File: config.mk
export PLATFORM = sky130hd
export DESIGN_NAME = rli_scale
export DESIGN_NICKNAME = d
export VERILOG_FILES = /design/src/rtl/rli_pkg.sv /design/src/rtl/rli_scale.sv
export SDC_FILE = /design/constraint.sdc
export NUM_CORES = 1
export LEC_CHECK = 0
export ABC_AREA = 1
export BUFFER_PORTS_ARGS = -buffer_cell sky130_fd_sc_hd__buf_2
export CORE_AREA = 2 2 140 142
export CTS_CLUSTER_SIZE = 8
export DETAILED_ROUTE_END_ITERATION = 8
export DIE_AREA = 0 0 142 144
export PLACE_DENSITY = 0.84
export SETUP_SLACK_MARGIN = 0.15
export SLEW_MARGIN = 40
export SYNTH_ARGS = -nofsm -noshare
export SYNTH_HDL_FRONTEND = slang
export SYNTH_SLANG_ARGS = --single-unit
File: constraint.sdc
create_clock -name clk_i -period 13.8 [get_ports clk_i]
set_input_delay 0 -clock clk_i [delete_from_list [all_inputs] [get_ports clk_i]]
set_output_delay 0 -clock clk_i [all_outputs]
set_load 0.01 [all_outputs]
File: src/rtl/rli_pkg.sv
package rli_pkg;

  localparam int unsigned TableDepth = 4096;
  localparam int unsigned FracBits   = 16;
  localparam int unsigned ValW       = 20;
  localparam int unsigned AddrW      = $clog2(TableDepth);
  localparam int unsigned CntW       = 13;
  localparam int unsigned NumCh      = 3;

  // value * last, value * 2^FracBits-scaled span, interpolation widths
  localparam int unsigned ScaledW = ValW + AddrW + 1;
  localparam int unsigned SpanW   = AddrW + FracBits;
  localparam int unsigned DiffW   = ValW + 1;
  localparam int unsigned ProdW   = DiffW + FracBits + 1;
  localparam int unsigned SumW    = ProdW - FracBits;

  localparam logic CMD_WRITE = 1'b0;
  localparam logic CMD_PIXEL = 1'b1;

  localparam logic [1:0] CH_RED   = 2'd0;
  localparam logic [1:0] CH_GREEN = 2'd1;
  localparam logic [1:0] CH_BLUE  = 2'd2;

  typedef logic signed [ValW-1:0] value_t;

  typedef struct packed {
    logic [AddrW-1:0] lo;
    logic [AddrW-1:0] hi;
  } rd_addr_t;

endpackage

File: src/rtl/rli_scale.sv
module rli_scale
  import rli_pkg::*;
(
  input  logic                clk_i,
  input  logic                en_mul_i,
  input  logic                en_frac_i,
  input  value_t              value_i,
  input  logic [AddrW-1:0]    last_i,
  output rd_addr_t            addr_o,
  output logic [FracBits-1:0] frac_o
);

  logic signed [ScaledW-1:0] scaled_q;
  logic [SpanW-1:0]          span_max;
  logic [SpanW-1:0]          span;
  logic [AddrW-1:0]          lo;
  logic [FracBits-1:0]       frac_q;

  always_ff @(posedge clk_i) begin
    if (en_mul_i) begin
      scaled_q <= ScaledW'(value_i * $signed({1'b0, last_i}));
    end
  end

  assign span_max = {last_i, {FracBits{1'b0}}};

  // clamp to [0, last]
  always_comb begin
    if (scaled_q[ScaledW-1]) begin
      span = '0;
    end else if (scaled_q > $signed({{(ScaledW-SpanW){1'b0}}, span_max})) begin
      span = span_max;
    end else begin
      span = scaled_q[SpanW-1:0];
    end
  end

  assign lo        = span[SpanW-1:FracBits];
  assign addr_o.lo = lo;
  assign addr_o.hi = (lo == last_i) ? lo : lo + 1'b1;

  // fraction lines up with the table read data
  always_ff @(posedge clk_i) begin
    if (en_frac_i) begin
      frac_q <= span[FracBits-1:0];
    end
  end

  assign frac_o = frac_q;

endmodule

==> summary.md <==
| Metric | Value |
|---|---|
| Synth top area share | `36.00%` |
| Unrepaired setup endpoints after global routing | `false` |
| Largest net degree at the start of global routing | `34` |
| Global-route wire length before repair | `46.84 mm` |
| Post-layout util | `66.67%` |
| Commonest non-fill, non-tap cell in the layout | `inv_1` |
| Syn Area/Cell | `7.629 µm²` |
| Placer congestion estimate | `0.8836` |
| Critical path peak fanout | `22` |
| Post-Synth Adder-Cell Area | `45.08%` |
| DP HPWL | `22.75 mm` |
| Most frequent cells in the layout | `494 x inv_1, 419 x nand2_1, 218 x fa_1` |
| Num rows | `51` |
| Syn Nets | `1930` |
| Yosys top cell by area | `fa_1` |
| Worst Path Arrival | `5.33 ns` |
| Final min period | `5.304 ns` |
| Postcts setup bufs | `0` |
| Synth cell types | `37` |
| Synth warnings | `0` |
| Clock Path Buffers | `2` |
| Setup Total Neg Slack | `0 ns` |
| Critical path required time | `13.83 ns` |
| Hold Buf Count CTS | `0` |
| DR WL/cell | `14.63 µm` |
| Slowest CP cell | `fa_1` |
| Io pins | `75` |
| Max-cap violations | `0` |
| H-tree levels | `2` |
| Drt first pass iters | `5` |
| CTS buffer count | `5` |
| Multiplexer area fraction after synthesis | `0%` |
| Xor/xnor share of the synthesized area | `2.735%` |
| Initial antenna violation count | `0` |
| Synth Area in Compound Gates | `4.397%` |
| Sink Count | `49` |
| Worst Hold Class | `primary input to flop` |
| Final #Nets | `1960` |
| Tightest Pin Transition | `0.6775 ns` |
| Outcome | `finished, final reports clean` |
| Synth Area in Simple Gates | `18.36%` |
| Post-CTS Resized | `0` |
| Final Hold Viols | `0` |
| Slew Limit Fails | `0` |
| CP startpoint kind | `primary input` |
| Syn Inst Count | `1589` |
| Skew final | `0.007180 ns` |
| Period utilization | `38.44%` |
| Chip height | `144 µm` |
| Final setup fails | `0` |
| Clock root cell | `clkbuf_16` |
| Crit path kind | `primary input to flop` |
| Post-Synthesis Cell Area | `12120 µm²` |
| N_diodes | `0` |
| Clk Latency, worst-skew pair | `0.29 ns` |
| Register area share after synthesis | `12.14%` |
| Area growth syn-to-layout | `4.934%` |
| Clk pin slew, worst setup/hold paths | `0.07 ns` |
| Port Buffer Count | `74` |
| CTS tree | `yes` |
| Core Box Area | `19080 µm²` |
| WL final | `27.19 mm` |
| Min Hold Slack | `0.1349 ns` |
| Initial Util | `63.54%` |
| GRT Total Usage | `28.72%` |
| Largest family of logic cells by synthesized area | `adder cells` |
| Vias in the first global route | `10330` |
| Die ar. | `20450 µm²` |
| Worst slew margin | `54.35%` |
| Detailed-route DRC error count | `0` |
| Vias post-DR | `9757` |
| Achievable Freq | `0.1885 GHz` |
| Share of layout cells above drive strength 1 | `6.975%` |
| Die width | `142 µm` |
| Max incr delay on CP | `0.55 ns` |
| Synth area leaders | `fa_1 36%, inv_1 15%, nand2_1 13%` |
| Via density | `5.251` |
| Crit-path cells | `buf_2 > nand2_1 > inv_1 > fa_1 > inv_1 > fa_1 > inv_1 > fa_1 > fa_1 > inv_1 > fa_1 > inv_1 > ha_1 > nand2_1 > nor4_2 > nand4_1 > nand3_1 > a21oi_1 > o21ai_0 > xor2_1` |
| Remaining antenna violation count | `0` |
| Synthesized flop and latch total | `49` |
| Gr ovfl total | `0` |
| Crit end category | `flop` |
| Initial drt markers | `603` |
==> critical path, delay by kind of cell <==
kind | cells | cell delay (ns)
buffers and inverters | 6 | 0.93
adder cells (fa/ha/maj) | 6 | 2.68
AND/OR/NAND/NOR | 5 | 1.22
AO/OA/AOI/OAI | 2 | 0.38
XOR/XNOR | 1 | 0.10
==> final timing paths <==
kind	from	end	slack (ns)	cells after the start
max	last_i[1]	scaled_q[28]	8.50	20
min	en_frac_i	frac_o[13]	0.13	1
max reg2reg	scaled_q[24]	frac_o[11]	11.48	11
min reg2reg	scaled_q[15]	frac_o[15]	0.55	2
==> routing by layer <==
layer  global-route usage, %  vias up  wire, µm
li1                        -     4592         -
met5                       0        -         0
met2                   51.95      399     13630
met3                   3.907       64      2040
met4                   8.211        0       569
met1                   36.27     4702     10940
==> logic make-up after synthesis <==
logic type	count (synthesis)
AO/OA/AOI/OAI	98
XOR/XNOR	37
adder cells (fa/ha/maj)	306
buffers and inverters	548
flip-flops	49
AND/OR/NAND/NOR	551
==> flip-flops by register name, indices dropped and copies added, names as in the netlist <==
signal	count
frac_o	16
scaled_q	33
==> cells in the mapped netlist <==
master	number
nand3_1	29
fa_1	218
nor2_1	68
o21ai_0	35
nand3b_1	1
nor3_1	3
nor2_2	7
inv_1	494
ha_1	88
a211oi_1	1
a21o_1	2
nor4_1	2
o21ai_2	1
nor2_4	2
inv_2	3
clkbuf_1	45
nand4_1	4
o211ai_1	3
xnor2_1	14
a21oi_2	1
o21bai_1	4
xor2_2	1
buf_2	1
nand2_2	9
nand2_1	419
nand3_2	1
o21ai_1	9
buf_6	5
a21oi_1	38
o221ai_1	1
nor3_2	3
o2111ai_1	1
a31oi_1	2
edfxtp_1	49
xor2_1	22
nand2_4	2
nor3b_1	1
==> stage by stage <==
stage          cells  worst slack [ns]  cell area, µm²
2_1_floorplan   1589             9.145           12120
3_3_place_gp    1850             8.071           12560
3_5_place_dp    1850             7.974           12560
4_1_cts         1858             8.280           12710
5_1_grt         1858             8.211           12720
6_report        1858             8.496           12720
==> area by class of cell <==
class / count / area (µm²)
Timing Repair Buffer: 74 / 370.4
Clock inverter: 3 / 28.78
Fill cell: 1565 / 6359
Sequential cell: 49 / 1471
Multi-Input combinational cell: 992 / 8562
Inverter: 497 / 1866
Tap cell: 238 / 297.8
Clock buffer: 5 / 125.1
Power is not shown: default switching activity piles up to over one toggle a cycle in this logic, so the estimate is an artifact.
