==> config.mk <==
export PLATFORM = sky130hd
export DESIGN_NAME = rli_interp
export DESIGN_NICKNAME = d
export VERILOG_FILES = /design/src/rtl/rli_pkg.sv /design/src/rtl/rli_interp.sv
export SDC_FILE = /design/constraint.sdc
export NUM_CORES = 1
export LEC_CHECK = 0
export ABC_AREA = 1
export ABC_CLOCK_PERIOD_IN_PS = 7300
export BUFFER_PORTS_ARGS = -buffer_cell sky130_fd_sc_hd__clkbuf_2
export CAP_MARGIN = 20
export CELL_PAD_IN_SITES_DETAIL_PLACEMENT = 1
export CELL_PAD_IN_SITES_GLOBAL_PLACEMENT = 2
export CORE_MARGIN = 4
export CORE_UTILIZATION = 25
export CTS_BUF_LIST = sky130_fd_sc_hd__clkbuf_4
export DETAILED_ROUTE_END_ITERATION = 10
export PLACE_DENSITY_LB_ADDON = 0.12
export REMOVE_ABC_BUFFERS = 1
export SLEW_MARGIN = 40
export SYNTH_ARGS = -nofsm -noshare
export SYNTH_HDL_FRONTEND = slang
export SYNTH_SLANG_ARGS = --single-unit
==> constraint.sdc <==
create_clock -name clk_i -period 7.3 [get_ports clk_i]
set_clock_uncertainty 0.2 [all_clocks]
set_input_delay 0.365 -clock clk_i [delete_from_list [all_inputs] [get_ports clk_i]]
set_output_delay 0.365 -clock clk_i [all_outputs]
set_load 0.1 [all_outputs]
==> src/rtl/rli_pkg.sv <==
package rli_pkg;

  localparam int unsigned TableDepth = 4096;
  localparam int unsigned FracBits   = 16;
  localparam int unsigned ValW       = 20;
  localparam int unsigned AddrW      = $clog2(TableDepth);
  localparam int unsigned CntW       = 13;
  localparam int unsigned NumCh      = 3;

  // value * last, value * 2^FracBits-scaled span, interpolation widths
  localparam int unsigned ScaledW = ValW + AddrW + 1;
  localparam int unsigned SpanW   = AddrW + FracBits;
  localparam int unsigned DiffW   = ValW + 1;
  localparam int unsigned ProdW   = DiffW + FracBits + 1;
  localparam int unsigned SumW    = ProdW - FracBits;

  localparam logic CMD_WRITE = 1'b0;
  localparam logic CMD_PIXEL = 1'b1;

  localparam logic [1:0] CH_RED   = 2'd0;
  localparam logic [1:0] CH_GREEN = 2'd1;
  localparam logic [1:0] CH_BLUE  = 2'd2;

  typedef logic signed [ValW-1:0] value_t;

  typedef struct packed {
    logic [AddrW-1:0] lo;
    logic [AddrW-1:0] hi;
  } rd_addr_t;

endpackage

==> src/rtl/rli_interp.sv <==
module rli_interp
  import rli_pkg::*;
(
  input  logic                clk_i,
  input  logic                en_i,
  input  value_t              lo_i,
  input  value_t              hi_i,
  input  logic [FracBits-1:0] frac_i,
  output value_t              result_o
);

  logic signed [DiffW-1:0] diff;
  logic signed [ProdW-1:0] prod_q;
  value_t                  lo_q;
  logic signed [SumW-1:0]  sum;

  assign diff = DiffW'(hi_i) - DiffW'(lo_i);

  always_ff @(posedge clk_i) begin
    if (en_i) begin
      prod_q <= ProdW'(diff * $signed({1'b0, frac_i}));
      lo_q   <= lo_i;
    end
  end

  // arithmetic shift gives the floor
  assign sum      = SumW'(lo_q) + SumW'(prod_q >>> FracBits);
  assign result_o = sum[ValW-1:0];

endmodule

==> results by group <==
Global route
  – Largest net degree at the start of global routing: 41
  – Total GRT Usage: 0.1924
  – Gr ovfl total: 0
  – Number of global-route vias before repair: 16160
  – First-pass GRT wire length: 99680 um
  – Initial antenna violation count: 1

Setup path
  – Worst path max stage delay: 0.57 ns
  – Startpoint types: primary input
  – Endpoint type of the worst setup path: flop
  – Worst EP required: 7.22 ns
  – CP most frequent cell: fa_1
  – Crit Path Max Fanout: 8
  – CP max stage cell: fa_1
  – Crit path DAT: 6.97 ns
  – Critical path class: in2reg

Placed design
  – Placed instance count: 3221
  – IO buf count: 77
  – Hpwl dp: 57990 um
  – DP Area: 19500 sq um
  – Routability cong.: 0.8559

Synthesis
  – Top-count cell post-synth: inv_1
  – Largest family of logic cells by synthesized area: adder cells
  – Synth cell count leaders: inv_1, nand2_1, fa_1
  – Area leader, netlist: fa_1
  – Predominant post-synthesis flop cell: edfxtp_1
  – Post-Syn Area per Cell: 7.767 sq um
  – Synth Area in XOR/XNOR: 0.02744
  – Synthesized instance count: 2049
  – Synth async-reset ratio: 0
  – Compound-Gate Fraction of Synth Area: 0.05394
  – Simple-gate portion of the synthesized area: 0.2011
  – Top post-synthesis cells by area: fa_1, inv_1, ha_1
  – Adder-Cell Fraction of Synth Area: 0.5007
  – Synthesized cell area: 15910 sq um
  – Cell variety after synth: 41
  – Synth Register Bits: 40
  – Post-synthesis mux area share: 0
  – Post-synthesis sequential area ratio: 0.07548
  – Yosys warns: 0
  – Area fraction of the dominant cell type after synthesis: 0.4000
  – EDFF count, synth: 40

Timing
  – Final slew viol count: 0
  – Final Hold Viols: 0
  – Setup violators final: 0
  – Final period util: 0.9653
  – Post-route minimum period: 7.047 ns
  – Slew headroom: 0.5370
  – Worst Tran Pin Value: 0.6937 ns
  – F_max: 0.1419 GHz

Detailed routing
  – Via count: 14260
  – Detailed Route Iter0 Violations: 612
  – DR vias/cell: 4.390
  – DRC viols: 0
  – DRT antenna net count: 0
  – Post-Route WL: 64920 um
  – Wire length per cell: 19.99 um
  – First drt pass iteration count: 5

CTS
  – Clock sinks: 40
  – Clk slew on worst S/H paths: 0.12 ns
  – CTS tree: done
  – CTS H-Tree Depth: 2
  – CTS Buf Count: 5
  – Longest Clk Path Bufs: 2
  – CTS root buffer: clkbuf_4

Worst hold path
  – Worst hold stages: 1
  – Hold Path Sink: lo_q[8]$_DFFE_PP_
  – Worst min-delay path startpoint: lo_i[8]
  – Hold crit path type: in2reg

Floorplan
  – Die area: 67760 sq um
  – Die height: 260.3 um
  – Initial Util: 0.2523
  – Die X: 260.3 um
  – Core Footprint: 63080 sq um
  – Io pins: 78
  – Row Count: 92

Finish
  – Register area: 1201 sq um
  – Share of cells above drive strength 1: 0.2461
  – Area occupied by multi-input gates: 13300 sq um
  – Filler Cell Count: 7663
  – Cell area after layout: 20600 sq um
  – Net count, final: 2904
  – Final cell count without fillers: 3248
  – Area Overhead vs Synth: 29.42%

Outcome
  – Outcome: completed

Job
  – Max Cap Violations: 0
[through the flow]
step / setup TNS, ns / hold WS [ns] / util / setup slack, ns
2_1_floorplan: 0 / 0.2639 / - / 0.1791
3_3_place_gp: -9.319 / 0.3835 / 0.3091 / -0.7874
3_5_place_dp: -10.37 / 0.3789 / 0.3091 / -0.8175
4_1_cts: 0 / 0.002793 / 0.3122 / 0.01654
5_1_grt: -0.02176 / 0.006439 / 0.3265 / -0.009514
6_report: 0 / 0.02282 / 0.3265 / 0.2532
[timing repair]
action | 4_1_cts | 5_1_grt
hold buffers | 3 | 0
pin swaps | 7 | 62
hold endpoints to repair | 3 | 0
gates cloned | 0 | 1
setup buffers | 0 | 14
resized for setup | 27 | 172
endpoints found under the setup margin | 14 | 20
[critical path, delay by kind of cell]
kind	cells	cell delay, ns
compound gates	5	0.61
fa+ha+maj	8	3.67
simple gates	7	0.82
xor+xnor	2	0.34
buf+inv	10	1.15
[placed cells by master, fill, tap and decap left out, types with 22 or more instances in the layout]
cell type | netlist | final
ha_4 | 0 | 25
inv_1 | 534 | 528
nand2_2 | 4 | 25
nor2_2 | 0 | 22
fa_1 | 318 | 301
edfxtp_1 | 40 | 40
xor2_1 | 28 | 24
ha_1 | 128 | 98
o21ai_0 | 39 | 31
nor2_1 | 216 | 189
or2_2 | 30 | 25
a21oi_1 | 79 | 59
nand3_1 | 132 | 129
buf_4 | 1 | 296
nand2_1 | 354 | 327
clkbuf_2 | 0 | 77
[worst max-delay path by stage]
| stage | end | from | slack (ns) |
|---|---|---|---|
| after floorplan | prod_q[35]$_DFFE_PP_ | hi_i[0] | 0.18 |
| after global placement | prod_q[28]$_DFFE_PP_ | hi_i[0] | -0.79 |
| after detailed placement | prod_q[28]$_DFFE_PP_ | lo_i[0] | -0.82 |
| after CTS | prod_q[35]$_DFFE_PP_ | lo_i[14] | 0.02 |
| after global routing | prod_q[22]$_DFFE_PP_ | hi_i[0] | -0.01 |
| final | prod_q[30]$_DFFE_PP_ | lo_i[4] | 0.25 |
[final cells by class]
type / count / area share
Antenna cell: 1 / 0.0001215
Clock buffer: 6 / 0.002187
Clock inverter: 2 / 0.001701
Inverter: 544 / 0.09957
Multi-Input combinational cell: 1416 / 0.6455
Sequential cell: 40 / 0.05832
Tap cell: 846 / 0.05139
Timing Repair Buffer: 393 / 0.1412
[layer usage]
metal  share of wire  GRT usage  up-vias
li1                -          -     6804
met1            0.49     0.2757     7219
met2            0.48     0.3340      203
met3           0.022   0.008443       34
met4           0.012    0.02117        0
met5               0          0        -
[kinds of logic after synthesis]
| family | count (synthesis) |
|---|---|
| compound gates | 154 |
| xor+xnor | 49 |
| fa+ha+maj | 446 |
| buf+inv | 593 |
| flops | 40 |
| simple gates | 767 |
[registers in the layout, indices dropped and copies added, names as in the netlist]
name / flops
lo_q: 20
prod_q: 20
Power is left out: the tool's default activity adds up to more than one toggle a clock period on the data nets, which glitch-free logic cannot reach.
